--- src/rtl/core/mer_pkg.sv ---
// shared widths, configuration register indexes, command and status types
// for the midpoint ellipse rasterizer; no dependencies
package mer_pkg;

  localparam int COORD_BITS = 12;
  localparam int RAD_W      = COORD_BITS - 1;
  localparam int SQ_W       = 2 * RAD_W;
  localparam int OUT_W      = COORD_BITS + 2;
  localparam int MUL_W      = 2 * COORD_BITS + 2;
  localparam int PROD_W     = 2 * MUL_W;
  localparam int DXY_W      = SQ_W + OUT_W + 1;
  localparam int INC_W      = DXY_W + 1;
  localparam int DEC_W      = 4 * COORD_BITS + 2;
  localparam int CFG_IDX_W  = 3;
  localparam int CFG_DATA_W = COORD_BITS;

  localparam logic [CFG_IDX_W-1:0] CFG_CENTER_X = CFG_IDX_W'(0);
  localparam logic [CFG_IDX_W-1:0] CFG_CENTER_Y = CFG_IDX_W'(1);
  localparam logic [CFG_IDX_W-1:0] CFG_RADIUS_X = CFG_IDX_W'(2);
  localparam logic [CFG_IDX_W-1:0] CFG_RADIUS_Y = CFG_IDX_W'(3);
  localparam logic [CFG_IDX_W-1:0] CFG_FILL     = CFG_IDX_W'(4);

  typedef enum logic [2:0] {
    MUL_RXRX,
    MUL_RYRY,
    MUL_A2RY,
    MUL_TXTX,
    MUL_B2P,
    MUL_TYTY,
    MUL_A2P,
    MUL_A2B2
  } mul_sel_e;

  typedef enum logic [2:0] {
    D_HOLD,
    D_INIT,
    D_ACC,
    D_LOAD_P,
    D_ADD4P,
    D_SUB4P
  } d_op_e;

  typedef struct packed {
    mul_sel_e   mul_sel;
    d_op_e      d_op;
    logic       ld_a2;
    logic       ld_b2;
    logic       init;
    logic       snap;
    logic       adv;
    logic       calc_inc;
    logic       region;
    logic       emit_ld;
    logic       emit_nopix;
    logic       emit_last;
    logic       emit_fin;
    logic [1:0] emit_idx;
  } cmd_t;

  typedef struct packed {
    logic dx_gt_dy;
    logic y_neg;
    logic fill;
    logic out_free;
  } sts_t;

endpackage

--- src/rtl/core/midpoint_ellipse_rasterizer.sv ---
// restart: accepted in idle, then S1 to S4 square the radii on one shared multiplier and initialise;
// step: ADV, INC, UPD advance the decision, RC1 to RC6 on the step entering region two,
// then one result per cycle from the output register (4 outline, 2 fill), held while stalled;
// an idle step, with no ellipse active, gives a single no-pixel result
// reset: asynchronous active low, configuration cleared to zero, no ellipse active
module midpoint_ellipse_rasterizer (
  input  logic                                clk_i,
  input  logic                                rst_ni,
  input  logic                                cfg_we_i,
  input  logic [mer_pkg::CFG_IDX_W-1:0]       cfg_idx_i,
  input  logic [mer_pkg::CFG_DATA_W-1:0]      cfg_data_i,
  input  logic                                in_valid_i,
  output logic                                in_ready_o,
  input  logic                                restart_i,
  output logic                                out_valid_o,
  input  logic                                out_ready_i,
  output logic signed [mer_pkg::OUT_W-1:0]    span_x_left_o,
  output logic signed [mer_pkg::OUT_W-1:0]    span_x_right_o,
  output logic signed [mer_pkg::OUT_W-1:0]    span_y_o,
  output logic                                no_pixel_o,
  output logic                                last_of_step_o,
  output logic                                finished_o
);
  import mer_pkg::*;

  cmd_t cmd;
  sts_t sts;

  mer_ctrl u_ctrl (
    .clk_i      (clk_i),
    .rst_ni     (rst_ni),
    .in_valid_i (in_valid_i),
    .restart_i  (restart_i),
    .in_ready_o (in_ready_o),
    .sts_i      (sts),
    .cmd_o      (cmd)
  );

  mer_datapath u_datapath (
    .clk_i          (clk_i),
    .rst_ni         (rst_ni),
    .cfg_we_i       (cfg_we_i),
    .cfg_idx_i      (cfg_idx_i),
    .cfg_data_i     (cfg_data_i),
    .cmd_i          (cmd),
    .sts_o          (sts),
    .out_ready_i    (out_ready_i),
    .out_valid_o    (out_valid_o),
    .span_x_left_o  (span_x_left_o),
    .span_x_right_o (span_x_right_o),
    .span_y_o       (span_y_o),
    .no_pixel_o     (no_pixel_o),
    .last_of_step_o (last_of_step_o),
    .finished_o     (finished_o)
  );

endmodule

--- src/rtl/core/mer_datapath.sv ---
// datapath: configuration registers, shared multiplier, step and decision
// registers, output register; uses mer_pkg
module mer_datapath (
  input  logic                                clk_i,
  input  logic                                rst_ni,
  input  logic                                cfg_we_i,
  input  logic [mer_pkg::CFG_IDX_W-1:0]       cfg_idx_i,
  input  logic [mer_pkg::CFG_DATA_W-1:0]      cfg_data_i,
  input  mer_pkg::cmd_t                       cmd_i,
  output mer_pkg::sts_t                       sts_o,
  input  logic                                out_ready_i,
  output logic                                out_valid_o,
  output logic signed [mer_pkg::OUT_W-1:0]    span_x_left_o,
  output logic signed [mer_pkg::OUT_W-1:0]    span_x_right_o,
  output logic signed [mer_pkg::OUT_W-1:0]    span_y_o,
  output logic                                no_pixel_o,
  output logic                                last_of_step_o,
  output logic                                finished_o
);
  import mer_pkg::*;

  logic [COORD_BITS-1:0]   cx_q, cy_q;
  logic [RAD_W-1:0]        rx_q, ry_q;
  logic                    fill_q;

  logic [SQ_W-1:0]         a2_q, b2_q;
  logic [MUL_W-1:0]        op_a, op_b;
  logic [PROD_W-1:0]       prod_q;

  logic signed [OUT_W-1:0] x_q, y_q, ox_q, oy_q;
  logic signed [DXY_W-1:0] dx_q, dy_q, two_a2, two_b2;
  logic signed [DEC_W-1:0] d_q, d_d;
  logic signed [INC_W-1:0] inc_q, inc_n, dx_e, dy_e, k_e;
  logic                    br_q, br_n, inc_x, dec_y, use_dx, use_dy;

  logic [OUT_W:0]          tx_w, ty_abs;
  logic signed [OUT_W:0]   ty_w;
  logic signed [DEC_W-1:0] p_d, a2_d, b2_d, inc_d;

  logic                    out_valid_q;
  logic signed [OUT_W-1:0] cx_e, cy_e, xp, xm, yp, ym;

  // configuration registers
  always_ff @(posedge clk_i or negedge rst_ni) begin
    if (!rst_ni) begin
      cx_q   <= '0;
      cy_q   <= '0;
      rx_q   <= '0;
      ry_q   <= '0;
      fill_q <= 1'b0;
    end else if (cfg_we_i) begin
      case (cfg_idx_i)
        CFG_CENTER_X: cx_q   <= cfg_data_i;
        CFG_CENTER_Y: cy_q   <= cfg_data_i;
        CFG_RADIUS_X: rx_q   <= cfg_data_i[RAD_W-1:0];
        CFG_RADIUS_Y: ry_q   <= cfg_data_i[RAD_W-1:0];
        CFG_FILL:     fill_q <= cfg_data_i[0];
        default: ;
      endcase
    end
  end

  // shared multiplier operands
  assign tx_w   = {x_q, 1'b1};
  assign ty_w   = (OUT_W+1)'(y_q) - (OUT_W+1)'(1);
  assign ty_abs = ty_w[OUT_W] ? (OUT_W+1)'(-ty_w) : (OUT_W+1)'(ty_w);

  always_comb begin
    case (cmd_i.mul_sel)
      MUL_RXRX: begin op_a = MUL_W'(rx_q);   op_b = MUL_W'(rx_q);           end
      MUL_RYRY: begin op_a = MUL_W'(ry_q);   op_b = MUL_W'(ry_q);           end
      MUL_A2RY: begin op_a = MUL_W'(a2_q);   op_b = MUL_W'(ry_q);           end
      MUL_TXTX: begin op_a = MUL_W'(tx_w);   op_b = MUL_W'(tx_w);           end
      MUL_B2P:  begin op_a = MUL_W'(b2_q);   op_b = prod_q[MUL_W-1:0];      end
      MUL_TYTY: begin op_a = MUL_W'(ty_abs); op_b = MUL_W'(ty_abs);         end
      MUL_A2P:  begin op_a = MUL_W'(a2_q);   op_b = prod_q[MUL_W-1:0];      end
      MUL_A2B2: begin op_a = MUL_W'(a2_q);   op_b = MUL_W'(b2_q);           end
      default:  begin op_a = '0;             op_b = '0;                     end
    endcase
  end

  // step direction
  always_comb begin
    if (!cmd_i.region) begin
      br_n  = d_q[DEC_W-1];
      inc_x = 1'b1;
      dec_y = !br_n;
    end else begin
      br_n  = !d_q[DEC_W-1] && (d_q != '0);
      dec_y = 1'b1;
      inc_x = !br_n;
    end
  end

  assign two_a2 = signed'(DXY_W'({a2_q, 1'b0}));
  assign two_b2 = signed'(DXY_W'({b2_q, 1'b0}));

  // decision increment
  assign use_dx = !(cmd_i.region && br_q);
  assign use_dy = !(!cmd_i.region && br_q);
  assign dx_e   = INC_W'(dx_q);
  assign dy_e   = INC_W'(dy_q);
  assign k_e    = signed'(INC_W'(cmd_i.region ? a2_q : b2_q));
  assign inc_n  = (use_dx ? dx_e : '0) - (use_dy ? dy_e : '0) + k_e;

  // decision update
  assign p_d   = signed'(DEC_W'(prod_q));
  assign a2_d  = signed'(DEC_W'(a2_q));
  assign b2_d  = signed'(DEC_W'(b2_q));
  assign inc_d = DEC_W'(inc_q);

  always_comb begin
    case (cmd_i.d_op)
      D_HOLD:   d_d = d_q;
      D_INIT:   d_d = (b2_d <<< 2) - (p_d <<< 2) + a2_d;
      D_ACC:    d_d = d_q + (inc_d <<< 2);
      D_LOAD_P: d_d = p_d;
      D_ADD4P:  d_d = d_q + (p_d <<< 2);
      D_SUB4P:  d_d = d_q - (p_d <<< 2);
      default:  d_d = d_q;
    endcase
  end

  always_ff @(posedge clk_i) begin
    prod_q <= op_a * op_b;
    d_q    <= d_d;
    if (cmd_i.ld_a2) a2_q <= prod_q[SQ_W-1:0];
    if (cmd_i.ld_b2) b2_q <= prod_q[SQ_W-1:0];
    if (cmd_i.calc_inc) inc_q <= inc_n;
    if (cmd_i.snap) begin
      ox_q <= x_q;
      oy_q <= y_q;
    end
    if (cmd_i.init) begin
      x_q  <= '0;
      y_q  <= signed'(OUT_W'(ry_q));
      dx_q <= '0;
      dy_q <= signed'(DXY_W'({prod_q[SQ_W+RAD_W-1:0], 1'b0}));
    end else if (cmd_i.adv) begin
      br_q <= br_n;
      if (inc_x) begin
        x_q  <= x_q + OUT_W'(1);
        dx_q <= dx_q + two_b2;
      end
      if (dec_y) begin
        y_q  <= y_q - OUT_W'(1);
        dy_q <= dy_q - two_a2;
      end
    end
  end

  assign sts_o.dx_gt_dy = dx_q > dy_q;
  assign sts_o.y_neg    = y_q[OUT_W-1];
  assign sts_o.fill     = fill_q;
  assign sts_o.out_free = !out_valid_q || out_ready_i;

  // output register
  assign cx_e = signed'(OUT_W'(cx_q));
  assign cy_e = signed'(OUT_W'(cy_q));
  assign xp   = cx_e + ox_q;
  assign xm   = cx_e - ox_q;
  assign yp   = cy_e + oy_q;
  assign ym   = cy_e - oy_q;

  always_ff @(posedge clk_i or negedge rst_ni) begin
    if (!rst_ni) begin
      out_valid_q <= 1'b0;
    end else if (cmd_i.emit_ld) begin
      out_valid_q <= 1'b1;
    end else if (out_ready_i) begin
      out_valid_q <= 1'b0;
    end
  end

  always_ff @(posedge clk_i) begin
    if (cmd_i.emit_ld) begin
      no_pixel_o     <= cmd_i.emit_nopix;
      last_of_step_o <= cmd_i.emit_last;
      finished_o     <= cmd_i.emit_fin;
      if (cmd_i.emit_nopix) begin
        span_x_left_o  <= '0;
        span_x_right_o <= '0;
        span_y_o       <= '0;
      end else if (fill_q) begin
        span_x_left_o  <= xm;
        span_x_right_o <= xp;
        span_y_o       <= cmd_i.emit_idx[0] ? ym : yp;
      end else begin
        span_x_left_o  <= cmd_i.emit_idx[0] ? xm : xp;
        span_x_right_o <= cmd_i.emit_idx[0] ? xm : xp;
        span_y_o       <= cmd_i.emit_idx[1] ? ym : yp;
      end
    end
  end

  assign out_valid_o = out_valid_q;

endmodule

--- src/rtl/core/mer_ctrl.sv ---
// controller: sequences setup, step advance, region change and emission
// uses mer_pkg command and status types
module mer_ctrl (
  input  logic          clk_i,
  input  logic          rst_ni,
  input  logic          in_valid_i,
  input  logic          restart_i,
  output logic          in_ready_o,
  input  mer_pkg::sts_t sts_i,
  output mer_pkg::cmd_t cmd_o
);
  import mer_pkg::*;

  localparam logic [3:0] ST_IDLE = 4'd0;
  localparam logic [3:0] ST_S1   = 4'd1;
  localparam logic [3:0] ST_S2   = 4'd2;
  localparam logic [3:0] ST_S3   = 4'd3;
  localparam logic [3:0] ST_S4   = 4'd4;
  localparam logic [3:0] ST_ADV  = 4'd5;
  localparam logic [3:0] ST_INC  = 4'd6;
  localparam logic [3:0] ST_UPD  = 4'd7;
  localparam logic [3:0] ST_RC1  = 4'd8;
  localparam logic [3:0] ST_RC2  = 4'd9;
  localparam logic [3:0] ST_RC3  = 4'd10;
  localparam logic [3:0] ST_RC4  = 4'd11;
  localparam logic [3:0] ST_RC5  = 4'd12;
  localparam logic [3:0] ST_RC6  = 4'd13;
  localparam logic [3:0] ST_EMIT = 4'd14;

  localparam logic [1:0] IDX_LAST_FILL    = 2'd1;
  localparam logic [1:0] IDX_LAST_OUTLINE = 2'd3;

  logic [3:0] state_q, state_d;
  logic [1:0] cnt_q, cnt_d;
  logic       nopix_q, nopix_d;
  logic       region_q, region_d;
  logic       active_q, active_d;
  logic       last;

  assign in_ready_o = (state_q == ST_IDLE);
  assign last = nopix_q || (cnt_q == (sts_i.fill ? IDX_LAST_FILL : IDX_LAST_OUTLINE));

  always_comb begin
    cmd_o            = '0;
    cmd_o.mul_sel    = MUL_RXRX;
    cmd_o.d_op       = D_HOLD;
    cmd_o.region     = region_q;
    cmd_o.emit_idx   = cnt_q;
    cmd_o.emit_nopix = nopix_q;
    cmd_o.emit_last  = last;
    cmd_o.emit_fin   = !active_q && !nopix_q;
    state_d          = state_q;
    cnt_d            = cnt_q;
    nopix_d          = nopix_q;
    region_d         = region_q;
    active_d         = active_q;
    case (state_q)
      ST_IDLE: begin
        if (in_valid_i) begin
          if (restart_i) begin
            state_d = ST_S1;
          end else if (!active_q) begin
            nopix_d = 1'b1;
            state_d = ST_EMIT;
          end else begin
            cmd_o.snap = 1'b1;
            nopix_d    = 1'b0;
            state_d    = ST_ADV;
          end
        end
      end
      ST_S1: begin
        cmd_o.mul_sel = MUL_RXRX;
        state_d       = ST_S2;
      end
      ST_S2: begin
        cmd_o.ld_a2   = 1'b1;
        cmd_o.mul_sel = MUL_RYRY;
        state_d       = ST_S3;
      end
      ST_S3: begin
        cmd_o.ld_b2   = 1'b1;
        cmd_o.mul_sel = MUL_A2RY;
        state_d       = ST_S4;
      end
      ST_S4: begin
        cmd_o.init = 1'b1;
        cmd_o.d_op = D_INIT;
        region_d   = 1'b0;
        active_d   = 1'b1;
        state_d    = ST_IDLE;
      end
      ST_ADV: begin
        cmd_o.adv = 1'b1;
        state_d   = ST_INC;
      end
      ST_INC: begin
        cmd_o.calc_inc = 1'b1;
        state_d        = ST_UPD;
      end
      ST_UPD: begin
        cmd_o.d_op = D_ACC;
        if (!region_q && sts_i.dx_gt_dy) begin
          state_d = ST_RC1;
        end else begin
          if (region_q && sts_i.y_neg) begin
            active_d = 1'b0;
          end
          state_d = ST_EMIT;
        end
      end
      ST_RC1: begin
        cmd_o.mul_sel = MUL_TXTX;
        state_d       = ST_RC2;
      end
      ST_RC2: begin
        cmd_o.mul_sel = MUL_B2P;
        state_d       = ST_RC3;
      end
      ST_RC3: begin
        cmd_o.d_op    = D_LOAD_P;
        cmd_o.mul_sel = MUL_TYTY;
        state_d       = ST_RC4;
      end
      ST_RC4: begin
        cmd_o.mul_sel = MUL_A2P;
        state_d       = ST_RC5;
      end
      ST_RC5: begin
        cmd_o.d_op    = D_ADD4P;
        cmd_o.mul_sel = MUL_A2B2;
        state_d       = ST_RC6;
      end
      ST_RC6: begin
        cmd_o.d_op = D_SUB4P;
        region_d   = 1'b1;
        active_d   = !sts_i.y_neg;
        state_d    = ST_EMIT;
      end
      ST_EMIT: begin
        if (sts_i.out_free) begin
          cmd_o.emit_ld = 1'b1;
          if (last) begin
            cnt_d   = '0;
            state_d = ST_IDLE;
          end else begin
            cnt_d = cnt_q + 2'd1;
          end
        end
      end
      default: begin
        state_d = ST_IDLE;
      end
    endcase
  end

  always_ff @(posedge clk_i or negedge rst_ni) begin
    if (!rst_ni) begin
      state_q  <= ST_IDLE;
      cnt_q    <= '0;
      nopix_q  <= 1'b0;
      region_q <= 1'b0;
      active_q <= 1'b0;
    end else begin
      state_q  <= state_d;
      cnt_q    <= cnt_d;
      nopix_q  <= nopix_d;
      region_q <= region_d;
      active_q <= active_d;
    end
  end

endmodule

--- config.mk ---
export PLATFORM = sky130hd
export DESIGN_NAME = midpoint_ellipse_rasterizer
export DESIGN_NICKNAME = d
export VERILOG_FILES = /design/src/rtl/core/mer_pkg.sv /design/src/rtl/core/midpoint_ellipse_rasterizer.sv /design/src/rtl/core/mer_datapath.sv /design/src/rtl/core/mer_ctrl.sv
export SDC_FILE = /design/constraint.sdc
export NUM_CORES = 2
export LEC_CHECK = 0
export ABC_CLOCK_PERIOD_IN_PS = 8600
export BUFFER_PORTS_ARGS = -buffer_cell sky130_fd_sc_hd__buf_2
export CELL_PAD_IN_SITES_DETAIL_PLACEMENT = 0
export CELL_PAD_IN_SITES_GLOBAL_PLACEMENT = 1
export CORE_ASPECT_RATIO = 0.7
export CORE_UTILIZATION = 46
export DETAILED_ROUTE_END_ITERATION = 7
export GPL_ROUTABILITY_DRIVEN = 0
export PLACE_DENSITY_LB_ADDON = 0.1
export RECOVER_POWER = 50
export SLEW_MARGIN = 0
export SYNTH_ARGS = -nofsm -noshare
export SYNTH_HDL_FRONTEND = slang
export SYNTH_HIERARCHICAL = 1
export SYNTH_SLANG_ARGS = --single-unit
--- constraint.sdc ---
create_clock -name clk_i -period 8.6 [get_ports clk_i]
set_clock_uncertainty 0.1 [all_clocks]
set_input_delay 1.72 -clock clk_i [delete_from_list [all_inputs] [get_ports clk_i]]
set_output_delay 1.72 -clock clk_i [all_outputs]
set_load 0.01 [all_outputs]
==> flow_summary_export.csv <==
group,metric,value,unit
yosys,synth.distinct_cells,100,
floorplanning,top_level_ports,68,
drt,dr_total_vias,43700,
global_routing,grt_pass1_vias,42200,
drt,vias_per_cell,5.59,
yosys,synth.most_common_cell,"inv_1",
global_routing,grt_util_all_layers,31.9,%
yosys,synthTopCellsByArea,"fa_1 21%, edfxtp_1 15%, ha_1 11%",
critical_path,r2r_start,"u_datapath/y_q[0]",
placement,hpwl,146000,um
hold_path,hold_path_end,"u_datapath/dx_q[1]",
critical_path,reg2reg_slack,-970,ps
global_routing,antenna_found_initial,3,
yosys,synth_seq_area_share,21.7,%
floorplanning,die_h,280,um
timing,worst_hold_slack,397,ps
critical_path,worst-endpoint-required,9070,ps
cells_and_area,num-fill-cells,10100,
yosys,postSynthNetCount,6826,
yosys,synthFlopType,"edfxtp_1",
drt,residual_drc,0,
timing,final-setup-viol-count,29,
cts,clkTransAtPathRegs,70,ps
floorplanning,core-area,109000,um^2
yosys,synth-edff-count,249,
critical_path,crit_path_frequent_cell,"fa_1",
critical_path,critical-path-slowest-cell,"fa_1",
placement,io_buffers,67,
yosys,synth_seq_cells,412,
timing,worst_pin_slew,1190,ps
floorplanning,die_area,112000,um^2
drt,postRouteWirelength,176000,um
run_status,failed_checks,"setup timing",
critical_path,timing_worst_setup_path_type,"reg -> reg",
hold_path,worst_hold_path_type,"reg -> reg",
floorplanning,row_count,101,
yosys,synthesis.area_per_instance,8.71,um^2
hold_path,holdCritStartpoint,"u_datapath/dx_q[1]",
drt,drt_pre_antenna_iters,6,
yosys,yosysWarnings,6,
yosys,syn_inst,5824,
global_routing,global_route.overflow_total,0,
cts,clock-root-buffer,"clkbuf_16",
timing,final_min_period_over_clock_period,111,%
cts,clock_sink_count,412,
yosys,asyncSetResetFlopFracSynth,13.8,%
critical_path,timing.reg2reg.worst_path_depth,40,
yosys,synth.top_cells.by_count,"854 x inv_1, 669 x nand2_1, 554 x nor2_1, 529 x fa_1, 452 x ha_1",
critical_path,cp_data_arrival_time,10040,ps
flow_run,cap_violations,0,
critical_path,timing.rr.end,"u_datapath/prod_q[49]",
drt,drt.antenna.violating_nets,0,
timing,timing.slew.headroom,20.4,%
timing,rsz0062_at_grt,"true",
cts,cts_tree,"built",
floorplanning,start_util,46.6,%
timing,clock.fmax,104,MHz
global_routing,grt_pass1_wl,268000,um
timing,final.min_clock_period,9570,ps
timing,timing.final.ws_setup,-971,ps
cts,clockBufferDepth,3,
timing,timing.final.max_slew_violations,0,
yosys,yosys.area.top_type,"fa_1",
critical_path,critical_path.endpoint_type,"flop",
drt,drt-initial-drc-count,4225,
global_routing,maximum_number_of_pins_on_one_net_before_global_route_repair,77,
yosys,synth.top_cell.area_share,20.9,%
cells_and_area,drive_above_1_share,16.5,%
cells_and_area,layout-area-overhead-vs-synth,18.1,%
drt,post_drt_wl_per_cell,22.5,um
timing,timing_hold_violations_final,0,
critical_path,critical_path.max_stage_delay,570,ps
hold_path,worst_hold_path.num_cells,2,
cts,cts_max_level,2,
cts,worstSkewPairLatency,640,ps
run_status,status,"finished with violations",
critical_path,startpoint_type,"flop",
cells_and_area,final_nets,7342,
floorplanning,die-width,399,um
yosys,synthesis.area,50700,um^2
cts,tritoncts.num_buffers,47,
critical_path,timing.critical_path.fanout_max,4,
==> critical path: cells and delay by family (launching register included) <==
family | cells | cell delay, ps
flops | 1 | 410
fa+ha+maj | 9 | 3880
compound gates | 17 | 3230
xor+xnor | 2 | 210
simple gates | 4 | 910
buf+inv | 8 | 760
==> stage by stage <==
| step | cell area, um^2 | setup slack, ps | setup TNS, ps | util (%) | instances |
|---|---|---|---|---|---|
| global placement | 56800 | -1250 | -24170 | 52.2 | 7692 |
| global route | 59900 | -1350 | -27180 | 55.0 | 7821 |
| finish | 59900 | -971 | -17970 | 55.0 | 7822 |
| CTS | 59400 | -917 | -15750 | 54.6 | 7803 |
| floorplan | 51000 | -192 | -615 | - | 5824 |
| detailed placement | 56800 | -1220 | -25510 | 52.2 | 7692 |
==> worst max-delay path by stage <==
stage	from	to	slack, ps	cells after the start
global placement	u_datapath/y_q[1]	u_datapath/prod_q[42]	-1250	42
finish	u_datapath/y_q[0]	u_datapath/prod_q[49]	-970	40
floorplan	u_datapath/y_q[0]	u_datapath/prod_q[48]	-190	39
global route	u_datapath/y_q[1]	u_datapath/prod_q[48]	-1350	42
CTS	u_datapath/y_q[1]	u_datapath/prod_q[49]	-920	40
detailed placement	u_datapath/y_q[1]	u_datapath/prod_q[42]	-1220	40
==> metal layers <==
metal	global-route usage, %	vias to the layer above	share of wire (%)
met2	44.3	1858	40
li1	-	20300	-
met4	6.82	2	2.6
met1	49.0	21300	47
met3	8.03	233	11
met5	0	-	0.0051
==> cells in the final DEF, fill, tap and decap left out, types with 32 or more instances in the layout <==
cell type / n
xnor2_1: 213
ha_1: 431
clkbuf_16: 50
nor3_1: 81
mux2i_1: 32
nor2_1: 542
nand2b_1: 73
a21oi_1: 283
fa_1: 524
nand3_1: 58
buf_6: 47
nand4_1: 35
nor2b_1: 46
xor2_1: 126
nand2_1: 658
buf_2: 67
buf_4: 528
dfxtp_1: 106
dfrtp_1: 56
inv_1: 836
and2_1: 93
edfxtp_1: 249
mux2_2: 57
clkbuf_1: 35
o21ai_0: 267
a21o_1: 126
o21a_1: 35
==> cell families after synthesis <==
kind of cell,synth area share (%)
XOR/XNOR,6.20
multiplexers,1.90
buffers and inverters,8.09
adder cells (fa/ha/maj),32.0
AO/OA/AOI/OAI,13.9
AND/OR/NAND/NOR,16.2
flip-flops,21.7
==> state kept, by name (all words and copies together) (netlist names), 4 cells and up <==
name and cells:
u_datapath/span_x_right_o 13, u_ctrl/state_q 4, u_datapath/span_x_left_o 14, u_datapath/rx_q 11, u_datapath/y_q 14, u_datapath/dy_q 36
u_datapath/dx_q 36, u_datapath/b2_q 22, u_datapath/inc_q 38, u_datapath/a2_q 22, u_datapath/cx_q 12, u_datapath/ry_q 11
u_datapath/span_y_o 14, u_datapath/x_q 14, u_datapath/d_q 50, u_datapath/oy_q 14, u_datapath/ox_q 14, u_datapath/cy_q 12
u_datapath/prod_q 50
==> cell type report <==
class | count | area (um^2) | share of cell area (%)
flip-flops and latches | 412 | 11000 | 18.4
diodes | 1 | 2.50 | 0.00418
clock buffers | 60 | 1330 | 2.22
inverters | 856 | 3210 | 5.37
repair buffers | 689 | 5290 | 8.84
multi-input cells | 4334 | 36900 | 61.7
clock inverters | 28 | 268 | 0.447
well taps | 1442 | 1800 | 3.01
==> what timing repair did <==
| action | 4_1_cts | 5_1_grt |
|---|---|---|
| pin swaps | 71 | 72 |
| resized for setup | 154 | 108 |
| hold buffers | 0 | 0 |
| endpoints found under the hold margin | 0 | 0 |
| endpoints found under the setup margin | 34 | 34 |
| setup buffers | 30 | 26 |
Power is not shown: default switching activity piles up to over one toggle a cycle in this logic, so the estimate is an artifact.
